--- src/hw/rtl/stc_pkg.sv ---
// ----------------------------------------------------------------------------
// stc_pkg
// Shared types, register codes and character constants for the space run to
// tab converter.
// ----------------------------------------------------------------------------
package stc_pkg;

  localparam int COLUMN_BITS_DEF = 16;
  localparam int MAX_STOPS       = 4;
  localparam int NUM_STOP_REGS   = 4;
  localparam int BYTE_W          = 8;
  localparam int HELD_W          = 16;
  localparam int STOP_W          = 16;
  localparam int CFG_DATA_W      = 16;
  localparam int CFG_INDEX_W     = 3;
  localparam int RES_DEPTH       = 3;

  localparam logic [BYTE_W-1:0] CH_SPACE    = 8'h20;
  localparam logic [BYTE_W-1:0] CH_TAB      = 8'h09;
  localparam logic [BYTE_W-1:0] CH_BS       = 8'h08;
  localparam logic [BYTE_W-1:0] CH_NL       = 8'h0A;
  localparam logic [7:0]        DEFAULT_TAB = 8'd8;

  localparam logic [2:0] LIST_LIMIT =
    3'((MAX_STOPS < NUM_STOP_REGS) ? MAX_STOPS : NUM_STOP_REGS);

  typedef enum logic [CFG_INDEX_W-1:0] {
    REG_TAB_SIZE,
    REG_CONVERT_ALL,
    REG_STOP_COUNT,
    REG_STOP_A,
    REG_STOP_B,
    REG_STOP_C,
    REG_STOP_D
  } cfg_reg_t;

  typedef struct packed {
    logic [7:0]                           tab_size;
    logic                                 convert_all;
    logic [2:0]                           stop_count;
    logic [NUM_STOP_REGS-1:0][STOP_W-1:0] stops;
  } cfg_t;

  typedef struct packed {
    logic load;
    logic div_step;
    logic apply;
    logic advance;
  } stc_cmd_t;

  typedef struct packed {
    logic need_div;
    logic div_last;
    logic res_none;
    logic res_last;
  } stc_status_t;

  typedef enum logic [1:0] {
    ST_IDLE,
    ST_DIV,
    ST_APPLY,
    ST_EMIT
  } stc_state_t;

endpackage

--- src/hw/rtl/stc_cfg_regs.sv ---
// ----------------------------------------------------------------------------
// stc_cfg_regs
// Configuration register file: tab size, convert mode and explicit stop list.
// ----------------------------------------------------------------------------
module stc_cfg_regs
  import stc_pkg::*;
(
  input  logic                   clk,
  input  logic                   rst,
  input  logic                   cfg_we,
  input  logic [CFG_INDEX_W-1:0] cfg_index,
  input  logic [CFG_DATA_W-1:0]  cfg_wdata,
  output cfg_t                   cfg
);

  always_ff @(posedge clk) begin
    if (rst) begin
      cfg.tab_size    <= DEFAULT_TAB;
      cfg.convert_all <= 1'b0;
      cfg.stop_count  <= '0;
      cfg.stops       <= '0;
    end else if (cfg_we) begin
      case (cfg_index)
        REG_TAB_SIZE:    cfg.tab_size    <= cfg_wdata[7:0];
        REG_CONVERT_ALL: cfg.convert_all <= cfg_wdata[0];
        REG_STOP_COUNT:  cfg.stop_count  <= cfg_wdata[2:0];
        REG_STOP_A:      cfg.stops[0]    <= cfg_wdata[STOP_W-1:0];
        REG_STOP_B:      cfg.stops[1]    <= cfg_wdata[STOP_W-1:0];
        REG_STOP_C:      cfg.stops[2]    <= cfg_wdata[STOP_W-1:0];
        REG_STOP_D:      cfg.stops[3]    <= cfg_wdata[STOP_W-1:0];
        default: ;
      endcase
    end
  end

endmodule

--- src/hw/rtl/stc_datapath.sv ---
// ----------------------------------------------------------------------------
// stc_datapath
// Line state, serial remainder unit for tab stops, per-byte update logic and
// the small result buffer that feeds the output port.
// ----------------------------------------------------------------------------
module stc_datapath
  import stc_pkg::*;
#(
  parameter int COLUMN_BITS = COLUMN_BITS_DEF
)
(
  input  logic               clk,
  input  logic               rst,
  input  cfg_t               cfg,
  input  logic [BYTE_W-1:0]  in_byte,
  input  logic               end_of_input,
  input  stc_cmd_t           cmd,
  output stc_status_t        status,
  output logic [BYTE_W-1:0]  out_byte,
  output logic [HELD_W-1:0]  repeat_res,
  output logic               run_last
);

  localparam int CNT_W = $clog2(COLUMN_BITS + 1);
  localparam int WIDE  = (COLUMN_BITS > STOP_W) ? COLUMN_BITS : STOP_W;
  localparam logic [WIDE-1:0] COL_MAX_W = WIDE'({COLUMN_BITS{1'b1}});

  // line state
  logic [COLUMN_BITS-1:0] column, column_next;
  logic [COLUMN_BITS-1:0] next_stop, next_stop_next;
  logic                   past_last_stop, past_last_stop_next;
  logic                   converting, converting_next;
  logic                   previous_blank, previous_blank_next;
  logic                   single_blank, single_blank_next;
  logic [HELD_W-1:0]      held_count, held_count_next;
  logic                   held_first_tab, held_first_tab_next;

  // request latch
  logic [BYTE_W-1:0] byte_q;
  logic              eoi_q;

  // remainder unit
  logic [7:0]             rem, rem_next;
  logic [COLUMN_BITS-1:0] dvd;
  logic [CNT_W-1:0]       cnt;
  logic [8:0]             trial;

  // result buffer
  logic [BYTE_W-1:0] res_byte [RES_DEPTH];
  logic [HELD_W-1:0] res_rep  [RES_DEPTH];
  logic [BYTE_W-1:0] res_byte_next [RES_DEPTH];
  logic [HELD_W-1:0] res_rep_next  [RES_DEPTH];
  logic [1:0]        res_n, res_n_next;
  logic [1:0]        res_idx;

  // stop candidates
  logic [COLUMN_BITS-1:0] col_inc;
  logic [COLUMN_BITS:0]   tab_sum;
  logic [COLUMN_BITS-1:0] tab_stop;
  logic [7:0]             tab_gap;
  logic [COLUMN_BITS:0]   div_sum;
  logic [COLUMN_BITS-1:0] div_stop;
  logic [COLUMN_BITS-1:0] list_stop;
  logic                   list_past;
  logic [2:0]             lim;
  logic                   blank_in;

  assign col_inc  = (column == '1) ? column : column + 1'b1;
  assign tab_sum  = {1'b0, column} + (COLUMN_BITS+1)'(cfg.tab_size);
  assign tab_stop = tab_sum[COLUMN_BITS] ? '1 : tab_sum[COLUMN_BITS-1:0];
  assign tab_gap  = cfg.tab_size - rem;
  assign div_sum  = {1'b0, column} + (COLUMN_BITS+1)'(tab_gap);
  assign div_stop = div_sum[COLUMN_BITS] ? '1 : div_sum[COLUMN_BITS-1:0];
  assign lim      = (cfg.stop_count > LIST_LIMIT) ? LIST_LIMIT : cfg.stop_count;

  always_comb begin
    list_past = 1'b1;
    list_stop = col_inc;
    for (int i = NUM_STOP_REGS - 1; i >= 0; i--) begin
      if (3'(i) < lim && WIDE'(cfg.stops[i]) > WIDE'(column)) begin
        list_past = 1'b0;
        list_stop = (WIDE'(cfg.stops[i]) > COL_MAX_W) ? '1
                                                       : COLUMN_BITS'(cfg.stops[i]);
      end
    end
  end

  assign blank_in = (in_byte == CH_SPACE) || (in_byte == CH_TAB);

  assign trial    = {rem, dvd[COLUMN_BITS-1]};
  assign rem_next = (trial >= {1'b0, cfg.tab_size}) ? 8'(trial - {1'b0, cfg.tab_size})
                                                    : trial[7:0];

  always_ff @(posedge clk) begin
    if (cmd.load) begin
      byte_q <= in_byte;
      eoi_q  <= end_of_input;
      dvd    <= column;
      rem    <= '0;
      cnt    <= CNT_W'(COLUMN_BITS);
    end else if (cmd.div_step) begin
      dvd <= {dvd[COLUMN_BITS-2:0], 1'b0};
      rem <= rem_next;
      cnt <= cnt - 1'b1;
    end
  end

  // per-byte update
  always_comb begin
    logic       blank;
    logic       hold;
    logic       emit_tab;
    logic       do_flush;
    logic       emit_char;
    logic       line_reset;
    logic       first_tab;
    logic [1:0] n;

    column_next         = column;
    next_stop_next      = next_stop;
    past_last_stop_next = past_last_stop;
    converting_next     = converting;
    previous_blank_next = previous_blank;
    single_blank_next   = single_blank;
    held_count_next     = held_count;
    held_first_tab_next = held_first_tab;
    blank      = (byte_q == CH_SPACE) || (byte_q == CH_TAB);
    hold       = 1'b0;
    emit_tab   = 1'b0;
    do_flush   = 1'b0;
    emit_char  = 1'b0;
    line_reset = 1'b0;
    n          = '0;
    for (int i = 0; i < RES_DEPTH; i++) begin
      res_byte_next[i] = res_byte[i];
      res_rep_next[i]  = res_rep[i];
    end

    if (eoi_q) begin
      do_flush   = converting;
      line_reset = 1'b1;
    end else begin
      if (converting) begin
        if (blank) begin
          if (column >= next_stop) begin
            if (cfg.tab_size != '0 && column == next_stop) begin
              next_stop_next      = tab_stop;
              past_last_stop_next = 1'b0;
            end else if (cfg.tab_size != '0) begin
              next_stop_next      = div_stop;
              past_last_stop_next = 1'b0;
            end else begin
              next_stop_next      = list_stop;
              past_last_stop_next = list_past;
            end
          end
          if (past_last_stop_next) converting_next = 1'b0;
          if (converting_next) begin
            if (byte_q == CH_TAB) begin
              column_next = next_stop_next;
              if (held_count != '0) held_first_tab_next = 1'b1;
              held_count_next = single_blank ? HELD_W'(1) : '0;
            end else begin
              column_next = col_inc;
              if (!(previous_blank && col_inc == next_stop_next)) begin
                hold = 1'b1;
                if (col_inc == next_stop_next) single_blank_next = 1'b1;
                if (held_count == '0) held_first_tab_next = 1'b0;
                if (held_count != '1) held_count_next = held_count + 1'b1;
                previous_blank_next = 1'b1;
              end else begin
                emit_tab            = 1'b1;
                held_first_tab_next = 1'b1;
                held_count_next     = single_blank ? HELD_W'(1) : '0;
              end
            end
          end
        end else if (byte_q == CH_BS) begin
          if (column != '0) column_next = column - 1'b1;
          next_stop_next = '0;
        end else if (byte_q != CH_NL) begin
          column_next = col_inc;
        end
        if (!hold) begin
          do_flush            = 1'b1;
          previous_blank_next = blank;
          converting_next     = converting_next && (cfg.convert_all || blank);
        end
      end
      if (!hold) begin
        if (byte_q == CH_NL) begin
          emit_char  = 1'b1;
          line_reset = 1'b1;
        end else if (!emit_tab) begin
          emit_char = 1'b1;
        end
      end
    end

    // result slots in emission order
    if (emit_tab) begin
      res_byte_next[n] = CH_TAB;
      res_rep_next[n]  = HELD_W'(1);
      n = n + 1'b1;
    end
    first_tab = held_first_tab_next || (held_count_next > HELD_W'(1) && single_blank_next);
    if (do_flush && held_count_next != '0) begin
      res_byte_next[n] = first_tab ? CH_TAB : CH_SPACE;
      res_rep_next[n]  = HELD_W'(1);
      n = n + 1'b1;
    end
    if (do_flush && held_count_next > HELD_W'(1)) begin
      res_byte_next[n] = CH_SPACE;
      res_rep_next[n]  = held_count_next - 1'b1;
      n = n + 1'b1;
    end
    if (do_flush) begin
      held_count_next     = '0;
      held_first_tab_next = 1'b0;
      single_blank_next   = 1'b0;
    end
    if (emit_char && n != 2'd3) begin
      res_byte_next[n] = byte_q;
      res_rep_next[n]  = HELD_W'(1);
      n = n + 1'b1;
    end
    res_n_next = n;

    if (line_reset) begin
      column_next         = '0;
      next_stop_next      = '0;
      past_last_stop_next = 1'b0;
      converting_next     = 1'b1;
      previous_blank_next = 1'b1;
      single_blank_next   = 1'b0;
      held_count_next     = '0;
      held_first_tab_next = 1'b0;
    end
  end

  always_ff @(posedge clk) begin
    if (rst) begin
      column         <= '0;
      next_stop      <= '0;
      past_last_stop <= 1'b0;
      converting     <= 1'b1;
      previous_blank <= 1'b1;
      single_blank   <= 1'b0;
      held_count     <= '0;
      held_first_tab <= 1'b0;
      res_n          <= '0;
      res_idx        <= '0;
    end else if (cmd.apply) begin
      column         <= column_next;
      next_stop      <= next_stop_next;
      past_last_stop <= past_last_stop_next;
      converting     <= converting_next;
      previous_blank <= previous_blank_next;
      single_blank   <= single_blank_next;
      held_count     <= held_count_next;
      held_first_tab <= held_first_tab_next;
      res_n          <= res_n_next;
      res_idx        <= '0;
    end else if (cmd.advance) begin
      res_idx <= res_idx + 1'b1;
    end
  end

  always_ff @(posedge clk) begin
    if (cmd.apply) begin
      for (int i = 0; i < RES_DEPTH; i++) begin
        res_byte[i] <= res_byte_next[i];
        res_rep[i]  <= res_rep_next[i];
      end
    end
  end

  assign status.need_div = !end_of_input && converting && blank_in &&
                           (column > next_stop) && (cfg.tab_size != '0);
  assign status.div_last = (cnt == CNT_W'(1));
  assign status.res_none = (res_n_next == '0);
  assign status.res_last = (res_idx == res_n - 1'b1);

  assign out_byte   = res_byte[res_idx];
  assign repeat_res = res_rep[res_idx];
  assign run_last   = status.res_last;

endmodule

--- src/hw/rtl/stc_ctrl.sv ---
// ----------------------------------------------------------------------------
// stc_ctrl
// Sequencer: accepts a request, runs the remainder unit when a tab stop must
// be found, applies the update and hands out the buffered results.
// ----------------------------------------------------------------------------
module stc_ctrl
  import stc_pkg::*;
(
  input  logic        clk,
  input  logic        rst,
  input  logic        in_valid,
  output logic        in_stall,
  output logic        out_valid,
  input  logic        out_stall,
  input  stc_status_t status,
  output stc_cmd_t    cmd
);

  stc_state_t state, state_next;

  always_ff @(posedge clk) begin
    if (rst) begin
      state <= ST_IDLE;
    end else begin
      state <= state_next;
    end
  end

  always_comb begin
    state_next = state;
    cmd        = '0;
    in_stall   = 1'b1;
    out_valid  = 1'b0;
    case (state)
      ST_IDLE: begin
        in_stall = 1'b0;
        if (in_valid) begin
          cmd.load   = 1'b1;
          state_next = status.need_div ? ST_DIV : ST_APPLY;
        end
      end
      ST_DIV: begin
        cmd.div_step = 1'b1;
        if (status.div_last) state_next = ST_APPLY;
      end
      ST_APPLY: begin
        cmd.apply  = 1'b1;
        state_next = status.res_none ? ST_IDLE : ST_EMIT;
      end
      ST_EMIT: begin
        out_valid = 1'b1;
        if (!out_stall) begin
          if (status.res_last) begin
            in_stall = 1'b0;
            if (in_valid) begin
              cmd.load   = 1'b1;
              state_next = status.need_div ? ST_DIV : ST_APPLY;
            end else begin
              state_next = ST_IDLE;
            end
          end else begin
            cmd.advance = 1'b1;
          end
        end
      end
      default: state_next = ST_IDLE;
    endcase
  end

endmodule

--- src/hw/rtl/space_run_to_tab_converter_top.sv ---
// ----------------------------------------------------------------------------
// space_run_to_tab_converter_top
// Turns runs of blanks in a byte stream into tabs, one byte per request.
//
//   channel   direction  handshake             payload
//   config    in         cfg_we                cfg_index, cfg_wdata
//   input     in         in_valid / in_stall   in_byte, end_of_input
//   output    out        out_valid / out_stall out_byte, repeat_res, run_last
//
// a request passes an accept state, the serial remainder unit when a blank
// must find a uniform tab stop, and an update state,
// then 0 to 3 results, one per cycle while out_stall is low
// a new request is taken in the cycle the last result is taken
// rst is synchronous; after it the tab size is 8 and the line state is clear
// ----------------------------------------------------------------------------
module space_run_to_tab_converter_top
  import stc_pkg::*;
#(
  parameter int COLUMN_BITS = COLUMN_BITS_DEF
)
(
  input  logic                   clk,
  input  logic                   rst,
  input  logic                   cfg_we,
  input  logic [CFG_INDEX_W-1:0] cfg_index,
  input  logic [CFG_DATA_W-1:0]  cfg_wdata,
  input  logic                   in_valid,
  output logic                   in_stall,
  input  logic [BYTE_W-1:0]      in_byte,
  input  logic                   end_of_input,
  output logic                   out_valid,
  input  logic                   out_stall,
  output logic [BYTE_W-1:0]      out_byte,
  output logic [HELD_W-1:0]      repeat_res,
  output logic                   run_last
);

  cfg_t        cfg;
  stc_cmd_t    cmd;
  stc_status_t status;

  stc_cfg_regs u_cfg (
    .clk       (clk),
    .rst       (rst),
    .cfg_we    (cfg_we),
    .cfg_index (cfg_index),
    .cfg_wdata (cfg_wdata),
    .cfg       (cfg)
  );

  stc_datapath #(
    .COLUMN_BITS (COLUMN_BITS)
  ) u_dp (
    .clk          (clk),
    .rst          (rst),
    .cfg          (cfg),
    .in_byte      (in_byte),
    .end_of_input (end_of_input),
    .cmd          (cmd),
    .status       (status),
    .out_byte     (out_byte),
    .repeat_res   (repeat_res),
    .run_last     (run_last)
  );

  stc_ctrl u_ctrl (
    .clk       (clk),
    .rst       (rst),
    .in_valid  (in_valid),
    .in_stall  (in_stall),
    .out_valid (out_valid),
    .out_stall (out_stall),
    .status    (status),
    .cmd       (cmd)
  );

endmodule

--- config.mk ---
export PLATFORM = sky130hd
export DESIGN_NAME = space_run_to_tab_converter_top
export DESIGN_NICKNAME = d
export VERILOG_FILES = /design/src/hw/rtl/stc_pkg.sv /design/src/hw/rtl/stc_cfg_regs.sv /design/src/hw/rtl/stc_datapath.sv /design/src/hw/rtl/stc_ctrl.sv /design/src/hw/rtl/space_run_to_tab_converter_top.sv
export SDC_FILE = /design/constraint.sdc
export NUM_CORES = 1
export LEC_CHECK = 0
export BUFFER_PORTS_ARGS = -buffer_cell sky130_fd_sc_hd__buf_2
export CAP_MARGIN = 10
export CELL_PAD_IN_SITES_DETAIL_PLACEMENT = 0
export CELL_PAD_IN_SITES_GLOBAL_PLACEMENT = 1
export CORE_ASPECT_RATIO = 0.5
export CORE_UTILIZATION = 39
export CTS_CLUSTER_DIAMETER = 100
export CTS_CLUSTER_SIZE = 16
export DETAILED_ROUTE_END_ITERATION = 10
export PLACE_DENSITY_LB_ADDON = 0.05
export RECOVER_POWER = 25
export SLEW_MARGIN = 20
export SYNTH_ARGS = -nofsm -noshare
export SYNTH_HDL_FRONTEND = slang
export SYNTH_SLANG_ARGS = --single-unit
--- constraint.sdc ---
create_clock -name clk -period 9.4 [get_ports clk]
set_input_delay 0.47 -clock clk [delete_from_list [all_inputs] [get_ports clk]]
set_output_delay 0.47 -clock clk [all_outputs]
set_load 0.02 [all_outputs]
==> results of run 1 <==
[flip-flops by register name, summed over array words and instances, names as in the netlist, 2 cells and up, named ones only]
signal	flops
u_dp.rem	8
u_dp.res_byte	24
u_dp.dvd	16
u_dp.res_idx	2
u_dp.column	16
u_ctrl.state	2
u_cfg.cfg	76
u_dp.held_count	16
u_dp.cnt	5
u_dp.next_stop	16
u_dp.res_rep	48
u_dp.byte_q	8
u_dp.res_n	2
[logic make-up (layout without fill, tap and decap cells)]
group / Yosys count / after routing / share of synthesized area, %
mux: 72 / 72 / 4.12
xor+xnor: 86 / 86 / 4.17
compound gates: 675 / 675 / 24.5
fa+ha+maj: 133 / 133 / 9.14
simple gates: 872 / 872 / 21.7
buf+inv: 203 / 248 / 4.42
flops: 247 / 247 / 31.9
[cell usage after synthesis, drive strengths merged, types with 40 or more instances]
library cell / count
a21oi: 186
a22oi: 45
buf: 40
clkbuf: 81
dfxtp: 150
edfxtp: 97
ha: 129
inv: 78
mux2i: 51
nand2: 353
nand3: 57
nor2: 212
nor3: 57
o21ai: 139
xnor2: 64
[worst max-delay path, stage by stage (launching register included)]
cell       delay, ns
dfxtp_1         0.44
buf_4           0.27
inv_1           0.23
ha_1            0.38
nand4_1         0.19
a2111oi_1       0.91
o32a_1          0.62
a221oi_1        0.11
a211oi_1        0.74
a311oi_1        0.25
nor4b_1         0.49
and4_1          0.38
a31oi_2         0.20
a22oi_1         0.31
and2_1          0.28
ha_1            0.26
o211a_1         0.33
nand4_2         0.20
and2_1          0.31
inv_2           0.11
ha_1            0.23
inv_1           0.12
or3_1           0.40
mux2i_2         0.18
buf_4           0.22
nor3_1          0.07
buf_4           0.18
a2bb2o_1        0.28
[power by group through the flow]
stage | Clock (mW) | Combinational [mW] | Sequential (mW)
finish | 0.818 | 1.63 | 1.56
CTS | 0.842 | 1.62 | 1.55
global route | 0.871 | 1.79 | 1.59
floorplan | 0 | 1.16 | 1.51
detailed placement | 0 | 1.61 | 1.57
global placement | 0 | 1.61 | 1.57
[routing by layer]
metal	GRT usage [%]	part of all wire, %	up-vias
li1	-	-	8480
met1	40.6	47	8447
met2	42.9	43	634
met3	5.80	7.8	93
met4	6.83	2.2	0
met5	0	0	-
[through the flow]
stage               utilization (%)  area [µm²]  setup slack, ns  hold slack (ns)
finish                         43.2       20300            0.425            0.136
global route                   43.2       20300           0.0170            0.116
CTS                            43.2       20300            0.640            0.113
detailed placement             42.1       19700            0.729            0.470
global placement               42.1       19700            0.910            0.464
floorplan                         -       18500             1.92            0.449
[final timing paths]
path                                      end  slack (ns)
max reg2reg      u_dp.res_rep[1][9]$_DFFE_PP_        0.42
min reg2reg  u_dp.past_last_stop$_SDFFE_PP0P_        0.48
max              u_dp.res_rep[1][9]$_DFFE_PP_        0.42
min                  u_dp.byte_q[7]$_DFFE_PP_        0.14
[what timing repair did]
item | CTS | global route
endpoints found under the setup margin | 0 | 16
setup buffers | 0 | 2
gates resized for setup | 0 | 1
hold buffers | 0 | 0
[final cells by class]
cell class / instances / area [µm²]
Clock inverter: 2 / 17.5
Clock buffer: 28 / 519
Fill cell: 4840 / 26600
Timing Repair Buffer: 136 / 867
Inverter: 82 / 308
Multi-Input combinational cell: 1838 / 11800
Tap cell: 638 / 798
Sequential cell: 247 / 5920
==> flow_metrics.py, run 1 <==
metrics = {
    "floorplan": {
        "rows": 56,
        "die_w_um": 310,
        "dieArea_um2": 48400,
        "core_um2": 46900,
        "start_util_pct": 39.5,
        "die_y_um": 156,
        "io_pins": 60,
    },
    "power": {
        "power_switching_mw": 1.61,
        "netSwitchingFraction_pct": 40.3,
        "pwr-share-seq_pct": 38.9,
        "clockPowerShare_pct": 20.4,
        "combPwrFrac_pct": 40.7,
        "power_mw": 4.01,
        "ir_worst_vdd_mv": 0.122,
        "power_per_cell_area_nw_per_um2": 198,
        "internal-power_mw": 2.40,
        "p_leak_nw": 7.60,
    },
    "detailed_routing": {
        "routed-via-count": 17654,
        "wl_um": 69400,
        "antenna_left": 0,
        "drc": 0,
        "wl_per_cell_um": 23.4,
        "via_per_inst": 5.94,
        "first_iter_violations": 1557,
        "dr.pass1.iters": 6,
    },
    "placement": {
        "gp_congestion": 0.961,
        "placed_cells": 2939,
        "port_buffers": 59,
        "dpl.hpwl_um": 51900,
    },
    "global_route": {
        "grt_max_degree": 77,
        "grt_usage_pct": 28.3,
        "grt_pass1_vias": 16390,
        "grt-ovfl-total": 0,
        "grt_pass1_wl_um": 104000,
        "antenna_found_initial": 0,
    },
    "hold_path": {
        "holdCritPathClass": "primary input to flip-flop",
        "min_path_cells": 1,
        "hold_start": "in_byte[7]",
    },
    "yosys": {
        "synthFlopType": "dfxtp_1",
        "synth_top_area_share_pct": 16.2,
        "yosysSeqAreaShare_pct": 31.9,
        "yosysUniqueCellTypes": 104,
        "syn_inst": 2288,
        "synth_edf_count": 97,
        "synth.avg_cell_area_um2": 8.10,
        "yosysTopAreaCell": "dfxtp_1",
        "synth_nets": 2454,
        "yosysWarnings": 0,
        "synth-seq-cells": 247,
        "synth_async_sr_flop_share_pct": 0,
        "netlist_area_um2": 18500,
        "synth_area_leaders": "dfxtp_1 (16%), edfxtp_1 (16%), ha_1 (8.7%), nand2_1 (7.2%), a21oi_1 (5.0%)",
    },
    "timing": {
        "layout_worst_path_cycle_share_pct": 95.5,
        "worst_slew_pin_slew_ns": 3.93,
        "period_minus_slack_ns": 8.98,
        "timing.fmax_mhz": 111,
        "setup_tns_ns": 0,
        "skew_ns": 0.0541,
        "hold_violations": 0,
        "slew_violations": 200,
        "slew_headroom_pct": -162,
        "final-setup-viol-count": 0,
        "grt_setup_unrepaired": "no",
    },
    "setup_path": {
        "required_ns": 9.69,
        "r2r_cells": 27,
        "startpoint_type": "flip-flop",
        "worstPathMaxFanout": 12,
        "crit_type": "flip-flop to flip-flop",
        "r2r_start": "u_dp.column[6]$_SDFFE_PP0P_",
        "worstSetupEndpointType": "flip-flop",
        "arrival_ns": 9.26,
        "critPathLaunch": "u_dp.column[6]$_SDFFE_PP0P_",
    },
    "clock_tree": {
        "cts_tree": "built",
        "cts-root-buf": "clkbuf_16",
        "htreeDepth": 1,
        "cts_sinks": 247,
        "clockBufferDepth": 3,
        "clk_latency_ns": 0.58,
        "clk_pin_slew_ns": 0.09,
        "numCtsBuffers": 19,
    },
    "run_status": {
        "violations": "capacitance limit, slew limit",
        "status": "complete, but fails checks",
    },
    "final_layout": {
        "fin_nets": 2490,
        "layout_common_cells": "nand2_1 (353), nor2_1 (207), a21oi_1 (184)",
        "syn_to_final_growth_pct": 9.34,
        "instances_no_fill": 2971,
        "n_antenna_cell": 0,
        "drive_above_1_share_pct": 9.26,
        "final_common_cell": "nand2_1",
    },
    "run": {
        "cap_violations": 3,
    },
}
(Power assumes the default switching activity.)
==> run 2, diff against run 1 <==
--- a/config.mk
+++ b/config.mk
@@ -6,11 +6,11 @@
 export NUM_CORES = 1
 export LEC_CHECK = 0
 export BUFFER_PORTS_ARGS = -buffer_cell sky130_fd_sc_hd__buf_2
-export CAP_MARGIN = 10
 export CELL_PAD_IN_SITES_DETAIL_PLACEMENT = 0
 export CELL_PAD_IN_SITES_GLOBAL_PLACEMENT = 1
 export CORE_ASPECT_RATIO = 0.5
 export CORE_UTILIZATION = 39
+export CTS_BUF_LIST = sky130_fd_sc_hd__clkbuf_4 sky130_fd_sc_hd__clkbuf_8
 export CTS_CLUSTER_DIAMETER = 100
 export CTS_CLUSTER_SIZE = 16
 export DETAILED_ROUTE_END_ITERATION = 10
@@ -19,4 +19,5 @@
 export SLEW_MARGIN = 20
 export SYNTH_ARGS = -nofsm -noshare
 export SYNTH_HDL_FRONTEND = slang
+export SYNTH_HIERARCHICAL = 1
 export SYNTH_SLANG_ARGS = --single-unit
==> flow_metrics.py, run 2 <==
metrics = {
    "setup_path": {
        "worstSetupEndpointType": "flip-flop",
        "crit_type": "flip-flop to flip-flop",
        "worstPathMaxFanout": 10,
        "cpMaxStageDelayCell": "a2111o_1",
        "startpoint_type": "flip-flop",
        "path_common_cell": "ha_1",
        "required_ns": 9.80,
        "arrival_ns": 9.16,
        "slowest_delay_ns": 0.50,
    },
    "clock_tree": {
        "clockBufferDepth": 3,
        "hold_buffers": 0,
        "htreeDepth": 1,
        "cts_tree": "built",
        "clk_pin_slew_ns": 0.11,
        "cts_sinks": 247,
        "cts-root-buf": "clkbuf_8",
        "numCtsBuffers": 19,
        "clk_latency_ns": 0.63,
    },
    "detailed_routing": {
        "first_iter_violations": 1510,
        "routed-via-count": 17680,
        "drc": 0,
        "wl_per_cell_um": 23.6,
        "wl_um": 69500,
        "antenna_left": 0,
        "via_per_inst": 6.00,
        "dr.pass1.iters": 6,
    },
    "final_layout": {
        "drive_above_1_share_pct": 11.4,
        "top_register": "u_cfg/cfg",
        "reg_top3": "u_cfg/cfg: 76 flops, u_dp/res_rep: 48 flops, u_dp/res_byte: 24 flops",
        "fin_nets": 2460,
        "final_common_cell": "nor2_1",
        "n_antenna_cell": 0,
        "instances_no_fill": 2947,
        "largest_reg_flops": 76,
        "fin_util_pct": 42.9,
        "syn_to_final_growth_pct": 8.51,
        "finalInstanceArea_um2": 20800,
        "layout_common_cells": "nor2_1 (187), nand2_1 (186), o21ai_0 (157)",
    },
    "yosys": {
        "synth.most_common_cell": "nand2_1",
        "synthFlopType": "dfxtp_1",
        "yosysTopAreaCell": "dfxtp_1",
        "synth_xor_area_share_pct": 3.47,
        "synth_mux_area_share_pct": 7.56,
        "synth_nets": 2422,
        "yosysUniqueCellTypes": 108,
        "synth_top_area_share_pct": 15.6,
        "yosysWarnings": 6,
        "syn_inst": 2251,
        "synth-compound-area-share_pct": 23.4,
        "synth_top_family_by_area": "compound AO/OA/AOI/OAI gates",
        "netlist_area_um2": 19200,
        "synthTopCellsByCount": "nand2_1 (188), nor2_1 (187), o21ai_0 (158), dfxtp_1 (150), ha_1 (134)",
        "synth_edf_count": 97,
        "synth-simple-area-share_pct": 20.7,
        "synth_area_leaders": "dfxtp_1 (16%), edfxtp_1 (15%), ha_1 (8.7%), mux2i_1 (6.3%), o21ai_0 (4.1%)",
        "synthAdderAreaFrac_pct": 9.15,
        "synth.avg_cell_area_um2": 8.52,
        "yosysSeqAreaShare_pct": 30.8,
        "synth_async_sr_flop_share_pct": 0,
        "synth-seq-cells": 247,
    },
    "global_route": {
        "grt-ovfl-total": 0,
        "grt_pass1_wl_um": 105000,
        "grt_usage_pct": 27.3,
        "grt_max_degree": 79,
        "antenna_found_initial": 1,
        "grt_pass1_vias": 16621,
    },
    "timing": {
        "worst_slew_pin_slew_ns": 4.27,
        "final-setup-viol-count": 0,
        "slew_headroom_pct": -184,
        "period_minus_slack_ns": 8.76,
        "slew_violations": 227,
        "skew_ns": 0.0518,
        "timing.fmax_mhz": 114,
        "layout_worst_path_cycle_share_pct": 93.2,
        "hold_violations": 0,
        "hold_slack_ns": 0.0675,
    },
    "placement": {
        "dpl.hpwl_um": 52600,
        "gp_congestion": 0.972,
        "placed_cells": 2912,
        "postPlaceCellArea_um2": 20400,
        "port_buffers": 59,
    },
    "power": {
        "pwr-share-seq_pct": 40.8,
        "combPwrFrac_pct": 43.0,
        "netSwitchingFraction_pct": 40.7,
        "power_switching_mw": 1.57,
        "ir_worst_vdd_mv": 0.0926,
        "power_per_cell_area_nw_per_um2": 185,
        "p_leak_nw": 8.22,
        "internal-power_mw": 2.29,
        "clockPowerShare_pct": 16.2,
    },
    "floorplan": {
        "start_util_pct": 39.5,
        "dieArea_um2": 50100,
        "io_pins": 60,
        "core_um2": 48600,
        "die_y_um": 159,
        "die_w_um": 316,
        "rows": 57,
    },
    "run": {
        "cap_violations": 4,
    },
    "run_status": {
        "status": "complete, but fails checks",
        "violations": "capacitance limit, slew limit",
    },
    "hold_path": {
        "holdCritPathClass": "primary input to flip-flop",
    },
}
## run 2: cell types whose count changed after synthesis, sizes merged, moves of 17 or more
cell	before	now
nand2	353	188
o21ai	139	165
a22oi	45	28
mux2i	51	121
nor2	212	189
nand2b	16	106
a21oi	186	123
## run 2: stage by stage
stage	TNS (ns)	power [mW]	setup slack (ns)
after detailed placement	0	3.21	0.148
after CTS	0	3.85	0.0889
after global placement	0	3.21	0.342
after floorplan	0	2.69	1.11
final	0	3.86	0.638
after global routing	-0.00486	4.11	-0.00486
## run 2: worst paths after layout
check                                                 from                           end  slack [ns]  cells past startpoint
worst min-delay path                            in_byte[2]      u_dp/byte_q[2]$_DFFE_PP_        0.07                      1
worst min register to register  u_cfg/cfg[48]$_SDFFE_PP0P_    u_cfg/cfg[48]$_SDFFE_PP0P_        0.49                      2
worst max-delay path              u_dp/rem[1]$_SDFFE_PP0P_  u_ctrl/state[1]$_SDFFE_PP0P_        0.64                     37
worst max register to register    u_dp/rem[1]$_SDFFE_PP0P_  u_ctrl/state[1]$_SDFFE_PP0P_        0.64                     37
## run 2: logic make-up after synthesis
| logic type | after synthesis |
|---|---|
| DFF | 247 |
| AOI/OAI and AO/OA | 647 |
| muxes | 142 |
| and+or+nand+nor | 778 |
| buffers and inverters | 223 |
| xor gates and xnor gates | 76 |
| adders and majority gates | 138 |
## run 2: cell type report
cell class | instances | area [µm²]
fill | 4994 | 27700
clock buffer | 28 | 329
inverter | 90 | 338
tap | 649 | 812
multi-input combinational | 1781 | 12400
clock inverter | 2 | 18.8
timing repair buffer | 150 | 965
sequential | 247 | 5920
## run 2: power groups by stage
stage                     registers (mW)  clock network, mW  logic, mW
after floorplan                     1.52                  0       1.17
after global placement              1.58                  0       1.63
after detailed placement            1.58                  0       1.63
after CTS                           1.56              0.654       1.64
after global routing                1.60              0.692       1.82
final                               1.57              0.625       1.66
## run 2: routing by layer
layer / track usage [%] / up-vias / part of all wire [%]
met5: 0 / - / 0.019
met4: 4.92 / 2 / 1.7
met3: 3.25 / 52 / 5.6
met2: 42.0 / 527 / 44
met1: 40.8 / 8646 / 49
li1: - / 8453 / -
## run 2: worst max-delay path: cells and delay by family (launching register included)
family	cells	cell delay, ns
flops	1	0.40
simple gates	6	1.34
xor+xnor	2	0.36
mux	2	0.41
compound gates	19	4.18
buf+inv	3	0.33
fa+ha+maj	5	1.47
## run 2: timing repair
| action | in CTS | in global routing |
|---|---|---|
| gates resized for setup | 0 | 18 |
| endpoints found under the setup margin | 0 | 75 |
| setup buffers | 0 | 5 |
